`src/design/kvpl_pkg.sv`:
```
// ----------------------------------------------------------------------------
// kvpl_pkg: shared types and constants of the paged KV cache
// Item and result structs, mode codes, controller states and the command and
// status bundles passed between controller and datapath.
// ----------------------------------------------------------------------------
`default_nettype none

package kvpl_pkg;

  localparam int MAX_SEQS_DEF  = 16;
  localparam int MAX_PAGES_DEF = 64;

  localparam int CFG_W   = 17;
  localparam int CNT_W   = 20;
  localparam int SUM_W   = 32;
  localparam int PROD_W  = 2 * CNT_W;
  localparam int DIV_STEPS = PROD_W;
  localparam int DIV_CW  = $clog2(DIV_STEPS + 1);

  localparam logic [CFG_W-1:0] PAGE_SIZE_RESET = CFG_W'(4096);

  localparam logic [1:0] MODE_APPEND = 2'd0;
  localparam logic [1:0] MODE_WINDOW = 2'd1;
  localparam logic [1:0] MODE_EVICT  = 2'd2;

  function automatic int clog2_min1(input int v);
    return (v <= 2) ? 1 : $clog2(v);
  endfunction

  typedef struct packed {
    logic [1:0]       mode;
    logic [3:0]       seq;
    logic [CNT_W-1:0] byte_count;
    logic [CNT_W-1:0] token_count;
    logic [SUM_W-1:0] token_target;
    logic [SUM_W-1:0] byte_target;
  } kvpl_in_t;

  typedef struct packed {
    logic [SUM_W-1:0] window_tokens;
    logic [SUM_W-1:0] freed_bytes;
    logic             page_overflow;
  } kvpl_out_t;

  typedef enum logic [4:0] {
    S_IDLE, S_START, S_LOADN,
    S_A_CHK, S_A_CHK2, S_A_OPEN, S_A_FILL, S_A_CALC, S_A_MUL,
    S_A_DIV, S_A_DIVW, S_A_TOK, S_A_TAIL, S_A_TADD,
    S_W_CHK, S_W_RD, S_W_USE,
    S_E_CHK, S_E_POP, S_E_RD, S_E_USE,
    S_DONE
  } kvpl_state_t;

  typedef struct packed {
    logic latch;
    logic load_np;
    logic open_pg;
    logic set_ovf;
    logic calc_can;
    logic fill_wr;
    logic div_start;
    logic tok_upd;
    logic tail_add;
    logic w_step;
    logic w_use;
    logic e_pop;
    logic ev_sel;
    logic e_use;
    logic load_out;
  } kvpl_cmd_t;

  typedef struct packed {
    logic [1:0] mode;
    logic       seq_ok;
    logic       np_zero;
    logic       np_full;
    logic       fill_over;
    logic       bytes_zero;
    logic       bytes_left;
    logic       cnt_zero;
    logic       win_met;
    logic       lru_empty;
    logic       evict_met;
    logic       div_done;
    logic       out_busy;
  } kvpl_sts_t;

endpackage

`default_nettype wire

```
`src/design/kvpl_ctrl.sv`:
```
// ----------------------------------------------------------------------------
// kvpl_ctrl: controller of the paged KV cache
// Sequences append, window and evict as steps over the datapath.
// ----------------------------------------------------------------------------
`default_nettype none

module kvpl_ctrl (
  input  wire logic                 clk,
  input  wire logic                 rst_n,
  input  wire logic                 in_valid,
  output logic                      in_stall,
  input  wire kvpl_pkg::kvpl_sts_t  sts,
  output kvpl_pkg::kvpl_cmd_t       cmd
);

  kvpl_pkg::kvpl_state_t state_r;
  kvpl_pkg::kvpl_state_t state_nxt;

  always_ff @(posedge clk) begin
    if (!rst_n) begin
      state_r <= kvpl_pkg::S_IDLE;
    end else begin
      state_r <= state_nxt;
    end
  end

  always_comb begin
    state_nxt = state_r;
    unique case (state_r)
      kvpl_pkg::S_IDLE:   if (in_valid) state_nxt = kvpl_pkg::S_START;
      kvpl_pkg::S_START:  state_nxt = kvpl_pkg::S_LOADN;
      kvpl_pkg::S_LOADN: begin
        if (sts.mode == kvpl_pkg::MODE_APPEND && sts.seq_ok) begin
          state_nxt = kvpl_pkg::S_A_CHK;
        end else if (sts.mode == kvpl_pkg::MODE_WINDOW && sts.seq_ok) begin
          state_nxt = kvpl_pkg::S_W_CHK;
        end else if (sts.mode == kvpl_pkg::MODE_EVICT) begin
          state_nxt = kvpl_pkg::S_E_CHK;
        end else begin
          state_nxt = kvpl_pkg::S_DONE;
        end
      end
      kvpl_pkg::S_A_CHK:
        state_nxt = sts.np_zero ? kvpl_pkg::S_A_OPEN : kvpl_pkg::S_A_CHK2;
      kvpl_pkg::S_A_CHK2:
        state_nxt = sts.fill_over ? kvpl_pkg::S_A_OPEN : kvpl_pkg::S_A_FILL;
      kvpl_pkg::S_A_OPEN: begin
        if (!sts.np_full) begin
          state_nxt = kvpl_pkg::S_A_FILL;
        end else if (sts.np_zero) begin
          state_nxt = kvpl_pkg::S_DONE;
        end else begin
          state_nxt = kvpl_pkg::S_A_TAIL;
        end
      end
      kvpl_pkg::S_A_FILL:
        state_nxt = sts.bytes_zero ? kvpl_pkg::S_A_TAIL : kvpl_pkg::S_A_CALC;
      kvpl_pkg::S_A_CALC: state_nxt = kvpl_pkg::S_A_MUL;
      kvpl_pkg::S_A_MUL:  state_nxt = kvpl_pkg::S_A_DIV;
      kvpl_pkg::S_A_DIV:  state_nxt = kvpl_pkg::S_A_DIVW;
      kvpl_pkg::S_A_DIVW: if (sts.div_done) state_nxt = kvpl_pkg::S_A_TOK;
      kvpl_pkg::S_A_TOK:
        state_nxt = sts.bytes_left ? kvpl_pkg::S_A_OPEN : kvpl_pkg::S_A_TAIL;
      kvpl_pkg::S_A_TAIL: state_nxt = kvpl_pkg::S_A_TADD;
      kvpl_pkg::S_A_TADD: state_nxt = kvpl_pkg::S_DONE;
      kvpl_pkg::S_W_CHK:
        state_nxt = (sts.cnt_zero || sts.win_met) ? kvpl_pkg::S_DONE : kvpl_pkg::S_W_RD;
      kvpl_pkg::S_W_RD:   state_nxt = kvpl_pkg::S_W_USE;
      kvpl_pkg::S_W_USE:  state_nxt = kvpl_pkg::S_W_CHK;
      kvpl_pkg::S_E_CHK:
        state_nxt = (sts.lru_empty || sts.evict_met) ? kvpl_pkg::S_DONE
                                                     : kvpl_pkg::S_E_POP;
      kvpl_pkg::S_E_POP:  state_nxt = kvpl_pkg::S_E_RD;
      kvpl_pkg::S_E_RD:   state_nxt = kvpl_pkg::S_E_USE;
      kvpl_pkg::S_E_USE:  state_nxt = kvpl_pkg::S_E_CHK;
      kvpl_pkg::S_DONE:   if (!sts.out_busy) state_nxt = kvpl_pkg::S_IDLE;
      default:            state_nxt = kvpl_pkg::S_IDLE;
    endcase
  end

  always_comb begin
    cmd      = '0;
    in_stall = 1'b1;
    unique case (state_r)
      kvpl_pkg::S_IDLE: begin
        in_stall  = 1'b0;
        cmd.latch = in_valid;
      end
      kvpl_pkg::S_LOADN:  cmd.load_np = 1'b1;
      kvpl_pkg::S_A_OPEN: begin
        cmd.open_pg = !sts.np_full;
        cmd.set_ovf = sts.np_full;
      end
      kvpl_pkg::S_A_CALC: cmd.calc_can  = 1'b1;
      kvpl_pkg::S_A_MUL:  cmd.fill_wr   = 1'b1;
      kvpl_pkg::S_A_DIV:  cmd.div_start = 1'b1;
      kvpl_pkg::S_A_TOK:  cmd.tok_upd   = 1'b1;
      kvpl_pkg::S_A_TADD: cmd.tail_add  = 1'b1;
      kvpl_pkg::S_W_CHK:  cmd.w_step    = !(sts.cnt_zero || sts.win_met);
      kvpl_pkg::S_W_USE:  cmd.w_use     = 1'b1;
      kvpl_pkg::S_E_POP:  cmd.e_pop     = 1'b1;
      kvpl_pkg::S_E_RD:   cmd.ev_sel    = 1'b1;
      kvpl_pkg::S_E_USE: begin
        cmd.ev_sel = 1'b1;
        cmd.e_use  = 1'b1;
      end
      kvpl_pkg::S_DONE:   cmd.load_out  = !sts.out_busy;
      default:            cmd = '0;
    endcase
  end

endmodule

`default_nettype wire

```
`config.mk`:
```
export PLATFORM = sky130hd
export DESIGN_NAME = kvpl_ctrl
export DESIGN_NICKNAME = d
export VERILOG_FILES = /design/src/design/kvpl_pkg.sv /design/src/design/kvpl_ctrl.sv
export SDC_FILE = /design/constraint.sdc
export NUM_CORES = 1
export LEC_CHECK = 0
export ABC_AREA = 1
export BUFFER_PORTS_ARGS = -buffer_cell sky130_fd_sc_hd__buf_2
export CORE_UTILIZATION = 50
export CTS_CLUSTER_SIZE = 16
export DETAILED_ROUTE_END_ITERATION = 8
export GPL_ROUTABILITY_DRIVEN = 0
export HOLD_SLACK_MARGIN = 0.1
export PLACE_DENSITY_LB_ADDON = 0.12
export SYNTH_ARGS = -nofsm -noshare
export SYNTH_HDL_FRONTEND = slang
export SYNTH_SLANG_ARGS = --single-unit
```
`constraint.sdc`:
```
create_clock -name clk -period 3.09 [get_ports clk]
set_input_delay 0.618 -clock clk [delete_from_list [all_inputs] [get_ports clk]]
set_output_delay 0.618 -clock clk [all_outputs]
set_load 0.05 [all_outputs]
```
==> metrics, run 1 <==
VDD IR max=558 uV; layout cell share with drive strength beyond 1=0.305; Crit Reg-Reg Endpoint=state_r[0]$_SDFFE_PN0P_; status=finished, final reports clean; Synth area leaders=nor2_1 (17%), dfxtp_1 (13%), nand2_1 (12%), inv_1 (11%), nand3_1 (7.2%); Yosys cell types=24; leakage=between 0.5 and 0.6 nW; Post-CTS Hold Buffers=0; fin crit share=0.729; Top reg by flops=state_r; pre-CTS setup slack=1110 ps; post-route minimum period=2250 ps; vias per cell=5.31; worst setup margin=838 ps; P per Cell Area=899 nW/um^2; post-route cell area=958 sq um; HP Class=input pin to flip-flop; Core Area=~1400 sq um; nets=192; mapped cell area=between 700 and 800 sq um; Seq/Total Area, Yosys=0.131; maximum root-to-sink buffer count=2; clock sink count=5; final WL=2230 microns; Top Registers=state_r (5); grt ovf=0; crit path capture=cmd[12]; CTS clk-pin slew, worst paths=50 ps; CTS tree=done; Max Cap Viol=0; Max Fclk=444 MHz; filler cell count=135; setup violators final=0; num rows=13; number of synthesis warnings=0; initial antenna violation count=0; Worst-Margin Slew=about 360 ps; Worst setup SP type=flip-flop; Final ANT Viol Nets=0; area of placed instances=932 sq um; cell count after synthesis=139; I/O Buffers=32; Skew-Pair Late Insertion Delay=250 ps; first-pass GRT wire length=between 2000 and 3000 microns; Worst Skew=between 7 and 8 ps; FF-to-FF Start=state_r[4]$_SDFFE_PN0P_; Initial Util=0.560; clk root buf=clkbuf_4; IO Pins=33; die width=about 40 microns; largest net degree at the start of global routing=12; DRT iter0 DRCs=25; CP Max Fanout=6; FF-to-FF setup slack=1510 ps; Hold Fails Final Rpt=0; number of antenna diodes=0; Num CTS Buffers=3; Layout area overhead=25.4%; post-synthesis net count=156; post-detail-place hpwl=1810 microns; GRT Total Usage=0.276; postcts setup bufs=0; WS Path Type=flip-flop to output port; Mapped Avg Cell Area=5.50 sq um; RSZ-0062 raised after global routing=false; drt pass-1 iters=4; Crit. Startpoint=state_r[0]$_SDFFE_PN0P_; Slew Viols, Final=0; Max transition margin=0.763; register bit total from synthesis=5; drt drc=0; Post-synth ARST share=0; Synth top area share=0.167; vias in the first global route=a little over 700; ys flop type=dfxtp_1; cell taking the most area after synthesis=nor2_1; Die Area=1690 sq um; Setup crit end kind=output port; total negative setup slack=0 ps; Die Ht=41.1 microns; H-tree Lvls=1; vias post-DR=1003; CP required=2470 ps; Critical Path AT=1630 ps; EDFF count, synth=0; post_cts resized=0; reg2reg path depth=9; wire per inst=11.8 microns; max FFs per register=5
[area by class of cell]
type | count | area [sq um] | share of cell area
Tap cell | 15 | 18.8 | 0.0196
Inverter | 25 | 93.8 | 0.0979
Sequential cell | 5 | 100 | 0.104
Clock buffer | 4 | 26.3 | 0.0274
Multi-Input combinational cell | 108 | 559 | 0.584
Timing Repair Buffer | 32 | 160 | 0.167
[kinds of logic (layout without fill, tap and decap cells)]
family	after synthesis	in the layout	share of synthesized area
simple gates	94	94	0.637
buf+inv	26	61	0.137
compound gates	14	14	0.0949
flops	5	5	0.131
[metrics by stage]
stage                util  total power, mW  hold WS [ps]  cells
detailed placement  0.682            0.776           791    185
finish              0.701            0.862           600    189
global route        0.701            0.929           610    189
global placement    0.682            0.767           783    185
CTS                 0.701            0.854           597    189
floorplan               -            0.644           672    139
[critical path, stage by stage, from the launching register on]
cell and delay (ps):
dfxtp_1 440, nand2_2 150, nor2_2 160, nand2_1 140, nor2_1 190, buf_2 300
[routing by layer]
layer | vias to the layer above | track usage | wire, microns
li1 | 512 | - | -
met1 | 434 | 0.330 | 936
met2 | 57 | 0.480 | 1080
met3 | 0 | 0.0978 | 219
met4 | 0 | 0.0403 | 0
met5 | - | 0 | 0
[worst min path at each step]
| stage | cells past startpoint | slack (ps) | startpoint | end |
|---|---|---|---|---|
| 5_1_grt | 3 | 610 | rst_n | state_r[1]$_SDFFE_PN0P_ |
| 3_5_place_dp | 4 | 790 | state_r[4]$_SDFFE_PN0P_ | state_r[0]$_SDFFE_PN0P_ |
| 6_report | 3 | 600 | rst_n | state_r[2]$_SDFFE_PN0P_ |
| 4_1_cts | 3 | 600 | rst_n | state_r[2]$_SDFFE_PN0P_ |
| 3_3_place_gp | 4 | 780 | state_r[4]$_SDFFE_PN0P_ | state_r[0]$_SDFFE_PN0P_ |
| 2_1_floorplan | 4 | 670 | state_r[4]$_SDFFE_PN0P_ | state_r[0]$_SDFFE_PN0P_ |
[where the power goes]
part / internal [mW] / total, mW / switching (mW)
Combinational: 0.174 / 0.640 / 0.466
Sequential: 0.0911 / 0.145 / 0.0537
Clock: 0.0489 / 0.0775 / 0.0286
Total: 0.314 / 0.862 / 0.548
[cell usage after synthesis (2+ instances only)]
| master | number |
|---|---|
| inv_2 | 2 |
| nor3_2 | 3 |
| nor2_2 | 3 |
| nor2_1 | 34 |
| nor3_1 | 4 |
| o21ai_0 | 6 |
| inv_1 | 23 |
| nand3_1 | 11 |
| nand2_2 | 2 |
| nand4_1 | 3 |
| nand2_1 | 24 |
| a21oi_1 | 6 |
| dfxtp_1 | 5 |
| nor2_4 | 3 |
[cells in the final DEF (no fill, tap or decap)]
| cell | Yosys | final |
|---|---|---|
| nand3_1 | 11 | 11 |
| or2_0 | 1 | 1 |
| clkbuf_1 | 0 | 1 |
| nand3_4 | 1 | 1 |
| nor3_2 | 3 | 3 |
| nand4_1 | 3 | 3 |
| nor2_4 | 3 | 3 |
| clkbuf_4 | 0 | 3 |
| nand3_2 | 1 | 1 |
| nand2_2 | 2 | 2 |
| o21ai_1 | 1 | 1 |
| inv_2 | 2 | 2 |
| nor3_1 | 4 | 4 |
| o21ai_0 | 6 | 6 |
| dfxtp_1 | 5 | 5 |
| inv_1 | 23 | 23 |
| nor4_4 | 1 | 1 |
| nand3b_1 | 1 | 1 |
| or2_2 | 1 | 1 |
| a21oi_1 | 6 | 6 |
| nand2_4 | 1 | 1 |
| nor2_2 | 3 | 3 |
| o211ai_1 | 1 | 1 |
| nor2_1 | 34 | 34 |
| nand2_1 | 24 | 24 |
| buf_2 | 0 | 32 |
No activity file was read; power rests on OpenSTA's default activity.
==> run 2, diff against run 1 <==
--- a/config.mk
+++ b/config.mk
@@ -5,9 +5,9 @@
 export SDC_FILE = /design/constraint.sdc
 export NUM_CORES = 1
 export LEC_CHECK = 0
-export ABC_AREA = 1
+export ABC_AREA = 0
 export BUFFER_PORTS_ARGS = -buffer_cell sky130_fd_sc_hd__buf_2
-export CORE_UTILIZATION = 50
+export CORE_UTILIZATION = 42
 export CTS_CLUSTER_SIZE = 16
 export DETAILED_ROUTE_END_ITERATION = 8
 export GPL_ROUTABILITY_DRIVEN = 0
==> constraint.sdc (replaced) <==
create_clock -name clk -period 2 [get_ports clk]
set_input_delay 0.4 -clock clk [delete_from_list [all_inputs] [get_ports clk]]
set_output_delay 0.4 -clock clk [all_outputs]
set_load 0.05 [all_outputs]
==> metrics, run 2 <==
worst hold path startpoint=rst_n; wire per inst=13.7 microns (+15%); final WL=2430 microns (+8.8%); Synth top area share=0.129 (-0.0379); Hold Fails Final Rpt=0 (unchanged); leakage=0.460 nW (-16%); post-synthesis net count=136 (-13%); max FFs per register=5 (unchanged); most frequent cell after synthesis=nand2_1; mapped cell area=776 sq um (+1.5%); CTS tree=done; Worst Hold Path EP=state_r[3]$_SDFFE_PN0P_; clk root buf=clkbuf_4; first-pass GRT wire length=3860 microns (+29%); Worst-Margin Slew=342 ps (-13.7 ps); GRT Total Usage=0.259 (-0.0173); grt ovf=0 (unchanged); nets=171 (-11%); FF-to-FF setup slack=310 ps (-1200 ps); number of synthesis warnings=0 (unchanged); vias in the first global route=857 (+19%); Crit path largest cell delay=480 ps (+40 ps); crit-path cells=or3b_4, nor3_1, buf_2; fin crit share=0.986; Final ANT Viol Nets=0 (unchanged); HP Class=input pin to flip-flop; WS Path Type=flip-flop to output port; Skew-Pair Late Insertion Delay=240 ps (about the same); Core Area=1730 sq um (+26%); initial antenna violation count=0 (unchanged); WP buf/inv=1 (unchanged); CP Max Fanout=9 (+3); Yosys cell types=42 (+75%); cell count after synthesis=119 (-14%); synth cell count leaders=nand2_1 (16), nor2_1 (11), buf_2 (9), nor3_1 (8); Worst Skew=2.70 ps (-5.17 ps); layout cell share with drive strength beyond 1=0.386 (+0.0810); IO Pins=33 (unchanged); H-tree Lvls=1 (unchanged); num rows=15 (+2); most common cell after layout, fill and taps aside=buf_2; RSZ-0062 raised after global routing=true; VDD IR max=959 uV (+72%); status=finished, final reports clean; Max transition margin=0.772 (+0.00913); Top Registers=state_r (5); I/O Buffers=32 (unchanged); vias post-DR=1037 (+3.4%); drt drc=0 (unchanged); die width=45.0 microns (+9.4%); Crit Reg-Reg Endpoint=state_r[0]$_SDFFE_PN0P_; area of the multi-input gates=662 sq um (+18%); clock sink count=5 (unchanged); Synth area leaders=dfxtp_1 (13%), nand2_1 (7.7%), buf_2 (5.8%), nor2b_1 (5.6%), nor2_1 (5.3%); largest net degree at the start of global routing=18 (+6); CTS clk-pin slew, worst paths=40 ps (about the same); drt pass-1 iters=4 (unchanged); Max Fclk=slightly above 500 MHz; Slowest-stage cell, CP=or3b_4; post-layout util=0.619 (-0.0826); reg2reg path depth=6 (-3); Cells on Worst Hold Path=2 (-1); Seq/Total Area, Yosys=0.129 (-0.00190); ys flop type=dfxtp_1; placed instance count=174 (-5.9%); filler cell count=168 (+24%); family with the most delay on the worst path=simple AND/OR/NAND/NOR gates; Layout area overhead=37.7%; postcts setup bufs=0 (unchanged); Layout Cells excl Fill=178 (-5.8%); Max Cap Viol=0 (unchanged); Die Ht=45.0 microns (+9.4%); FF-to-FF Start=state_r[1]$_SDFFE_PN0P_; post-detail-place hpwl=1890 microns (+4.0%); cell taking the most area after synthesis=dfxtp_1; Die Area=2020 sq um (+20%); DRT iter0 DRCs=46 (+84%); Post-synth ARST share=0 (unchanged); Slew Viols, Final=0 (unchanged); Critical Path AT=1570 ps (-60 ps); Setup crit end kind=output port; most frequent cells in the layout=buf_2 (27), nand2_1 (16), nor2_1 (11); P per Cell Area=1380 nW/um^2 (+54%); post-route minimum period=1970 ps; Top reg by flops=state_r; EDFF count, synth=0 (unchanged); vias per cell=5.83 (+9.8%); number of antenna diodes=0 (unchanged); Mapped Avg Cell Area=6.52 sq um (+19%); Worst setup SP type=flip-flop; Initial Util=0.449 (-0.110); register area=101 sq um (+1.2%); maximum root-to-sink buffer count=2 (unchanged); CP required=1600 ps (-870 ps); Num CTS Buffers=3 (unchanged); setup violators final=0 (unchanged); register bit total from synthesis=5 (unchanged)
[run 2: cell types whose count changed after synthesis, moves of 4 or more]
cell     delta
nor3_1      +4
nand3_1     -8
nor2_1     -23
buf_2       +9
nor4_1      +4
nor2b_1     +7
inv_1      -21
nand2_1     -8
[run 2: through the flow]
step | area [sq um] | power (mW) | worst slack [ps] | setup TNS [ps] | hold slack (ps)
2_1_floorplan | 816 | 1.07 | -231 | -515 | 518
3_3_place_gp | 1010 | 1.31 | 315 | 0 | 632
3_5_place_dp | 1010 | 1.32 | 274 | 0 | 672
4_1_cts | 1040 | 1.44 | 19.0 | 0 | 435
5_1_grt | 1070 | 1.58 | -22.3 | -22.3 | 438
6_report | 1070 | 1.48 | 28.1 | 0 | 442
[run 2: cells by family (layout without fill, tap and decap cells)]
| logic type | Yosys count | after routing | share of synthesized area |
|---|---|---|---|
| AO/OA/AOI/OAI | 35 | 35 | 0.324 |
| XOR/XNOR | 1 | 1 | 0.0113 |
| buffers and inverters | 13 | 47 | 0.0823 |
| flip-flops | 5 | 5 | 0.129 |
| AND/OR/NAND/NOR | 65 | 65 | 0.453 |
[run 2: metal layers]
| layer | track usage | up-vias | wire [microns] |
|---|---|---|---|
| met4 | 0.0970 | 0 | 38 |
| met2 | 0.403 | 40 | 1180 |
| li1 | - | 507 | - |
| met3 | 0.0400 | 6 | 125 |
| met5 | 0 | - | 0 |
| met1 | 0.359 | 484 | 1090 |
[run 2: how the worst max path moves through the flow]
stage,startpoint,end,slack (ps),depth (start not counted)
after CTS,state_r[2]$_SDFFE_PN0P_,cmd[11],20,3
after global routing,state_r[3]$_SDFFE_PN0P_,cmd[0],-20,3
after global placement,state_r[2]$_SDFFE_PN0P_,cmd[11],310,3
after floorplan,state_r[0]$_SDFFE_PN0P_,cmd[0],-230,2
after detailed placement,state_r[2]$_SDFFE_PN0P_,cmd[11],270,3
final,state_r[3]$_SDFFE_PN0P_,cmd[0],30,3
[run 2: timing repair]
| item | CTS | global route |
|---|---|---|
| setup endpoints to repair | 0 | 9 |
| endpoints found under the hold margin | 0 | 0 |
| hold buffers | 0 | 0 |
| resized for setup | 0 | 12 |
[run 2: where the power goes]
| part | total (mW) | switching [mW] | internal (mW) |
|---|---|---|---|
| clock network | 0.117 | 0.0414 | 0.0754 |
| logic | 1.15 | 0.735 | 0.411 |
| registers | 0.213 | 0.0721 | 0.141 |
| total | 1.48 | 0.848 | 0.627 |
[run 2: area by class of cell]
cell class,instances,area share
multi-input cells,101,0.619
repair buffers,40,0.221
flip-flops and latches,5,0.0948
well taps,25,0.0293
clock buffers,4,0.0246
inverters,3,0.0105
==> run 3, diff against run 2 <==
--- a/config.mk
+++ b/config.mk
@@ -7,12 +7,14 @@
 export LEC_CHECK = 0
 export ABC_AREA = 0
 export BUFFER_PORTS_ARGS = -buffer_cell sky130_fd_sc_hd__buf_2
+export CAP_MARGIN = 30
 export CORE_UTILIZATION = 42
 export CTS_CLUSTER_SIZE = 16
 export DETAILED_ROUTE_END_ITERATION = 8
 export GPL_ROUTABILITY_DRIVEN = 0
 export HOLD_SLACK_MARGIN = 0.1
 export PLACE_DENSITY_LB_ADDON = 0.12
+export SETUP_SLACK_MARGIN = 0.5
 export SYNTH_ARGS = -nofsm -noshare
 export SYNTH_HDL_FRONTEND = slang
 export SYNTH_SLANG_ARGS = --single-unit
==> metrics, run 3 <==
Die Ht=45.0 microns (unchanged); Synth Area in Compound Gates=0.324 (unchanged); Seq/Total Area, Yosys=0.129 (unchanged); xor/xnor share of the synthesized area=0.0113 (unchanged); post_cts resized=89 (+89); I/O Buffers=32 (unchanged); number of synthesis warnings=0 (unchanged); synth cell count leaders=nand2_1 (16), nor2_1 (11), buf_2 (9), nor3_1 (8); die width=45.0 microns (unchanged); mapped cell area=776 sq um (unchanged); Num CTS Buffers=3 (unchanged); main combinational cell family by area after synthesis=simple AND/OR/NAND/NOR gates; Initial Util=0.449 (unchanged); Fail Step=clock tree synthesis; EDFF count, synth=0 (unchanged); post-synthesis net count=136 (unchanged); Synth top area share=0.129 (unchanged); proportion of synthesized area in mux cells=0 (unchanged); num rows=15 (unchanged); area of placed instances=1150 sq um (+13%); Mapped Avg Cell Area=6.52 sq um (unchanged); status=did not finish; most frequent cell after synthesis=nand2_1; cell count after synthesis=119 (unchanged); Synth area leaders=dfxtp_1 (13%), nand2_1 (7.7%), buf_2 (5.8%), nor2b_1 (5.6%), nor2_1 (5.3%); Post-Synth Adder-Cell Area=0 (unchanged); Yosys cell types=42 (unchanged); simple-gate share of the synthesized area=0.453 (unchanged); postcts setup bufs=39 (+39); IO Pins=33 (unchanged); post-detail-place hpwl=2020 microns (+7.2%); register bit total from synthesis=5 (unchanged); maximum root-to-sink buffer count=2 (unchanged); ys flop type=dfxtp_1; clk root buf=clkbuf_4; clock sink count=5 (unchanged); Post-CTS Hold Buffers=0 (unchanged); cell taking the most area after synthesis=dfxtp_1; Post-synth ARST share=0 (unchanged); Error=[ERROR DPL-0038] Utilization greater than 100%, impossible to legalize; H-tree Lvls=1 (unchanged)
[run 3: cell counts after synthesis]
No cell type changed its count.
[run 3: kinds of logic after synthesis]
kind of cell | Yosys count
xor gates and xnor gates | 1
buffers and inverters | 13
DFF | 5
AOI/OAI and AO/OA | 35
and+or+nand+nor | 65
[run 3: metrics by stage]
step / cells / setup slack, ps
3_5_place_dp: 176 / 222
3_3_place_gp: 176 / 254
2_1_floorplan: 119 / 293
==> run 4, diff against run 3 <==
--- a/config.mk
+++ b/config.mk
@@ -8,13 +8,11 @@
 export ABC_AREA = 0
 export BUFFER_PORTS_ARGS = -buffer_cell sky130_fd_sc_hd__buf_2
 export CAP_MARGIN = 30
-export CORE_UTILIZATION = 42
-export CTS_CLUSTER_SIZE = 16
+export CORE_AREA = 2 2 63 65
 export DETAILED_ROUTE_END_ITERATION = 8
+export DIE_AREA = 0 0 65 67
 export GPL_ROUTABILITY_DRIVEN = 0
-export HOLD_SLACK_MARGIN = 0.1
-export PLACE_DENSITY_LB_ADDON = 0.12
-export SETUP_SLACK_MARGIN = 0.5
+export PLACE_DENSITY_LB_ADDON = 0.15
 export SYNTH_ARGS = -nofsm -noshare
 export SYNTH_HDL_FRONTEND = slang
 export SYNTH_SLANG_ARGS = --single-unit
==> constraint.sdc (replaced) <==
create_clock -name clk -period 2.6 [get_ports clk]
set_input_delay 0.52 -clock clk [delete_from_list [all_inputs] [get_ports clk]]
set_output_delay 0.52 -clock clk [all_outputs]
set_load 0.05 [all_outputs]
==> metrics, run 4 (synthesis results as in run 2) <==
num rows=22 (+7); GRT Total Usage=0.129; Crit. Startpoint=state_r[0]$_SDFFE_PN0P_; Layout Cells excl Fill=slightly below 200; area of the multi-input gates=624 sq um; Max Fclk=450 MHz; drt pass-1 iters=4; Setup crit end kind=output port; CP required=2080 ps; worst hold path startpoint=rst_n; filler cell count=403; CTS tree=done; DRT iter0 DRCs=36; register area=100 sq um; nets=169; RSZ-0062 raised after global routing=false; max FFs per register=5; Skew-Pair Late Insertion Delay=about 220 ps; Initial Util=0.215 (-0.234); Final ANT Viol Nets=0; worst setup margin=roughly 380 ps; Die Area=roughly 4400 sq um; post-detail-place hpwl=2180 microns (+7.9%); post_cts resized=0 (-100%); total negative setup slack=0 ps; CTS clk-pin slew, worst paths=30 ps; most frequent cells in the layout=buf_2 (32), nand2_1 (16), nor2_1 (11); WS Path Type=flip-flop to output port; crit path capture=cmd[13]; Die Ht=67 microns (+49%); Worst-Margin Slew=460 ps; area of placed instances=1000 sq um (-13%); WHS=589 ps; HP Class=input pin to flip-flop; Post-CTS Hold Buffers=0 (unchanged); reg2reg path depth=6; FF-to-FF Start=state_r[2]$_SDFFE_PN0P_; pre-CTS setup slack=604 ps (+382 ps); Top reg by flops=state_r; CP Max Fanout=9; VDD IR max=roughly 280 uV; grt ovf=0; final WL=between 2000 and 3000 microns; leakage=0.448 nW; post-layout util=0.290; Power Total=roughly 1.1 mW; post-route cell area=1050 sq um; Max transition margin=0.693; post-route minimum period=~2200 ps; Core Area=about 3600 sq um; Num CTS Buffers=3 (unchanged); Slew Viols, Final=0; postcts setup bufs=0 (-100%); largest net degree at the start of global routing=15; placed instance count=195 (+11%); Max Cap Viol=0; FF-to-FF setup slack=650 ps; setup violators final=0; Worst setup SP type=flip-flop; Worst Skew=1.46 ps; initial antenna violation count=0; H-tree Lvls=1 (unchanged); fin crit share=0.856; vias post-DR=1001; status=finished, final reports clean; Top Registers=state_r (5); number of antenna diodes=0; I/O Buffers=32 (unchanged); vias in the first global route=916; IO Pins=33 (unchanged); Layout area overhead=34.8%; Critical Path AT=1700 ps; maximum root-to-sink buffer count=2 (unchanged); first-pass GRT wire length=4350 microns; wire per inst=around 14 microns; Hold Fails Final Rpt=0; Crit Reg-Reg Endpoint=state_r[0]$_SDFFE_PN0P_; P per Cell Area=around 1100 nW/um^2; vias per cell=5.03; clock sink count=5 (unchanged); clk root buf=clkbuf_8; die width=65 microns (+45%); drt drc=0; most common cell after layout, fill and taps aside=buf_2; layout cell share with drive strength beyond 1=0.331
==> run 4: how the worst min path moves through the flow <==
stage	slack, ps	cells past startpoint	end
after floorplan	640	1	state_r[3]$_SDFFE_PN0P_
after detailed placement	800	2	state_r[2]$_SDFFE_PN0P_
final	590	2	state_r[4]$_SDFFE_PN0P_
after global routing	580	2	state_r[4]$_SDFFE_PN0P_
after CTS	580	2	state_r[4]$_SDFFE_PN0P_
after global placement	770	2	state_r[2]$_SDFFE_PN0P_
==> run 4: power breakdown <==
group	switching [mW]	internal [mW]	total (mW)	leakage, nW
clock	0.0361	0.105	0.141	0.0228
combinational	0.515	0.289	0.804	0.385
sequential	0.0885	0.107	0.196	0.0411
total	0.640	0.502	1.14	0.448
==> run 4: layout make-up <==
class,instances,share of cell area
clock buffer,4,0.0431
inverter,3,0.0108
multi-input combinational,101,0.597
sequential,5,0.0957
tap,48,0.0574
timing repair buffer,38,0.196
==> run 4: metal layers <==
| layer | GRT usage | vias up | part of all wire |
|---|---|---|---|
| li1 | - | 506 | - |
| met1 | 0.163 | 455 | 0.45 |
| met2 | 0.224 | 38 | 0.48 |
| met3 | 0.0270 | 2 | 0.066 |
| met4 | 0.0239 | 0 | 0.0037 |
| met5 | 0 | - | 0 |
==> run 4: critical path, stage by stage, from the launching register on <==
cell	delay [ps]
dfxtp_1	400
buf_4	210
nor2_2	250
nand2_1	140
nor3_1	190
buf_2	300
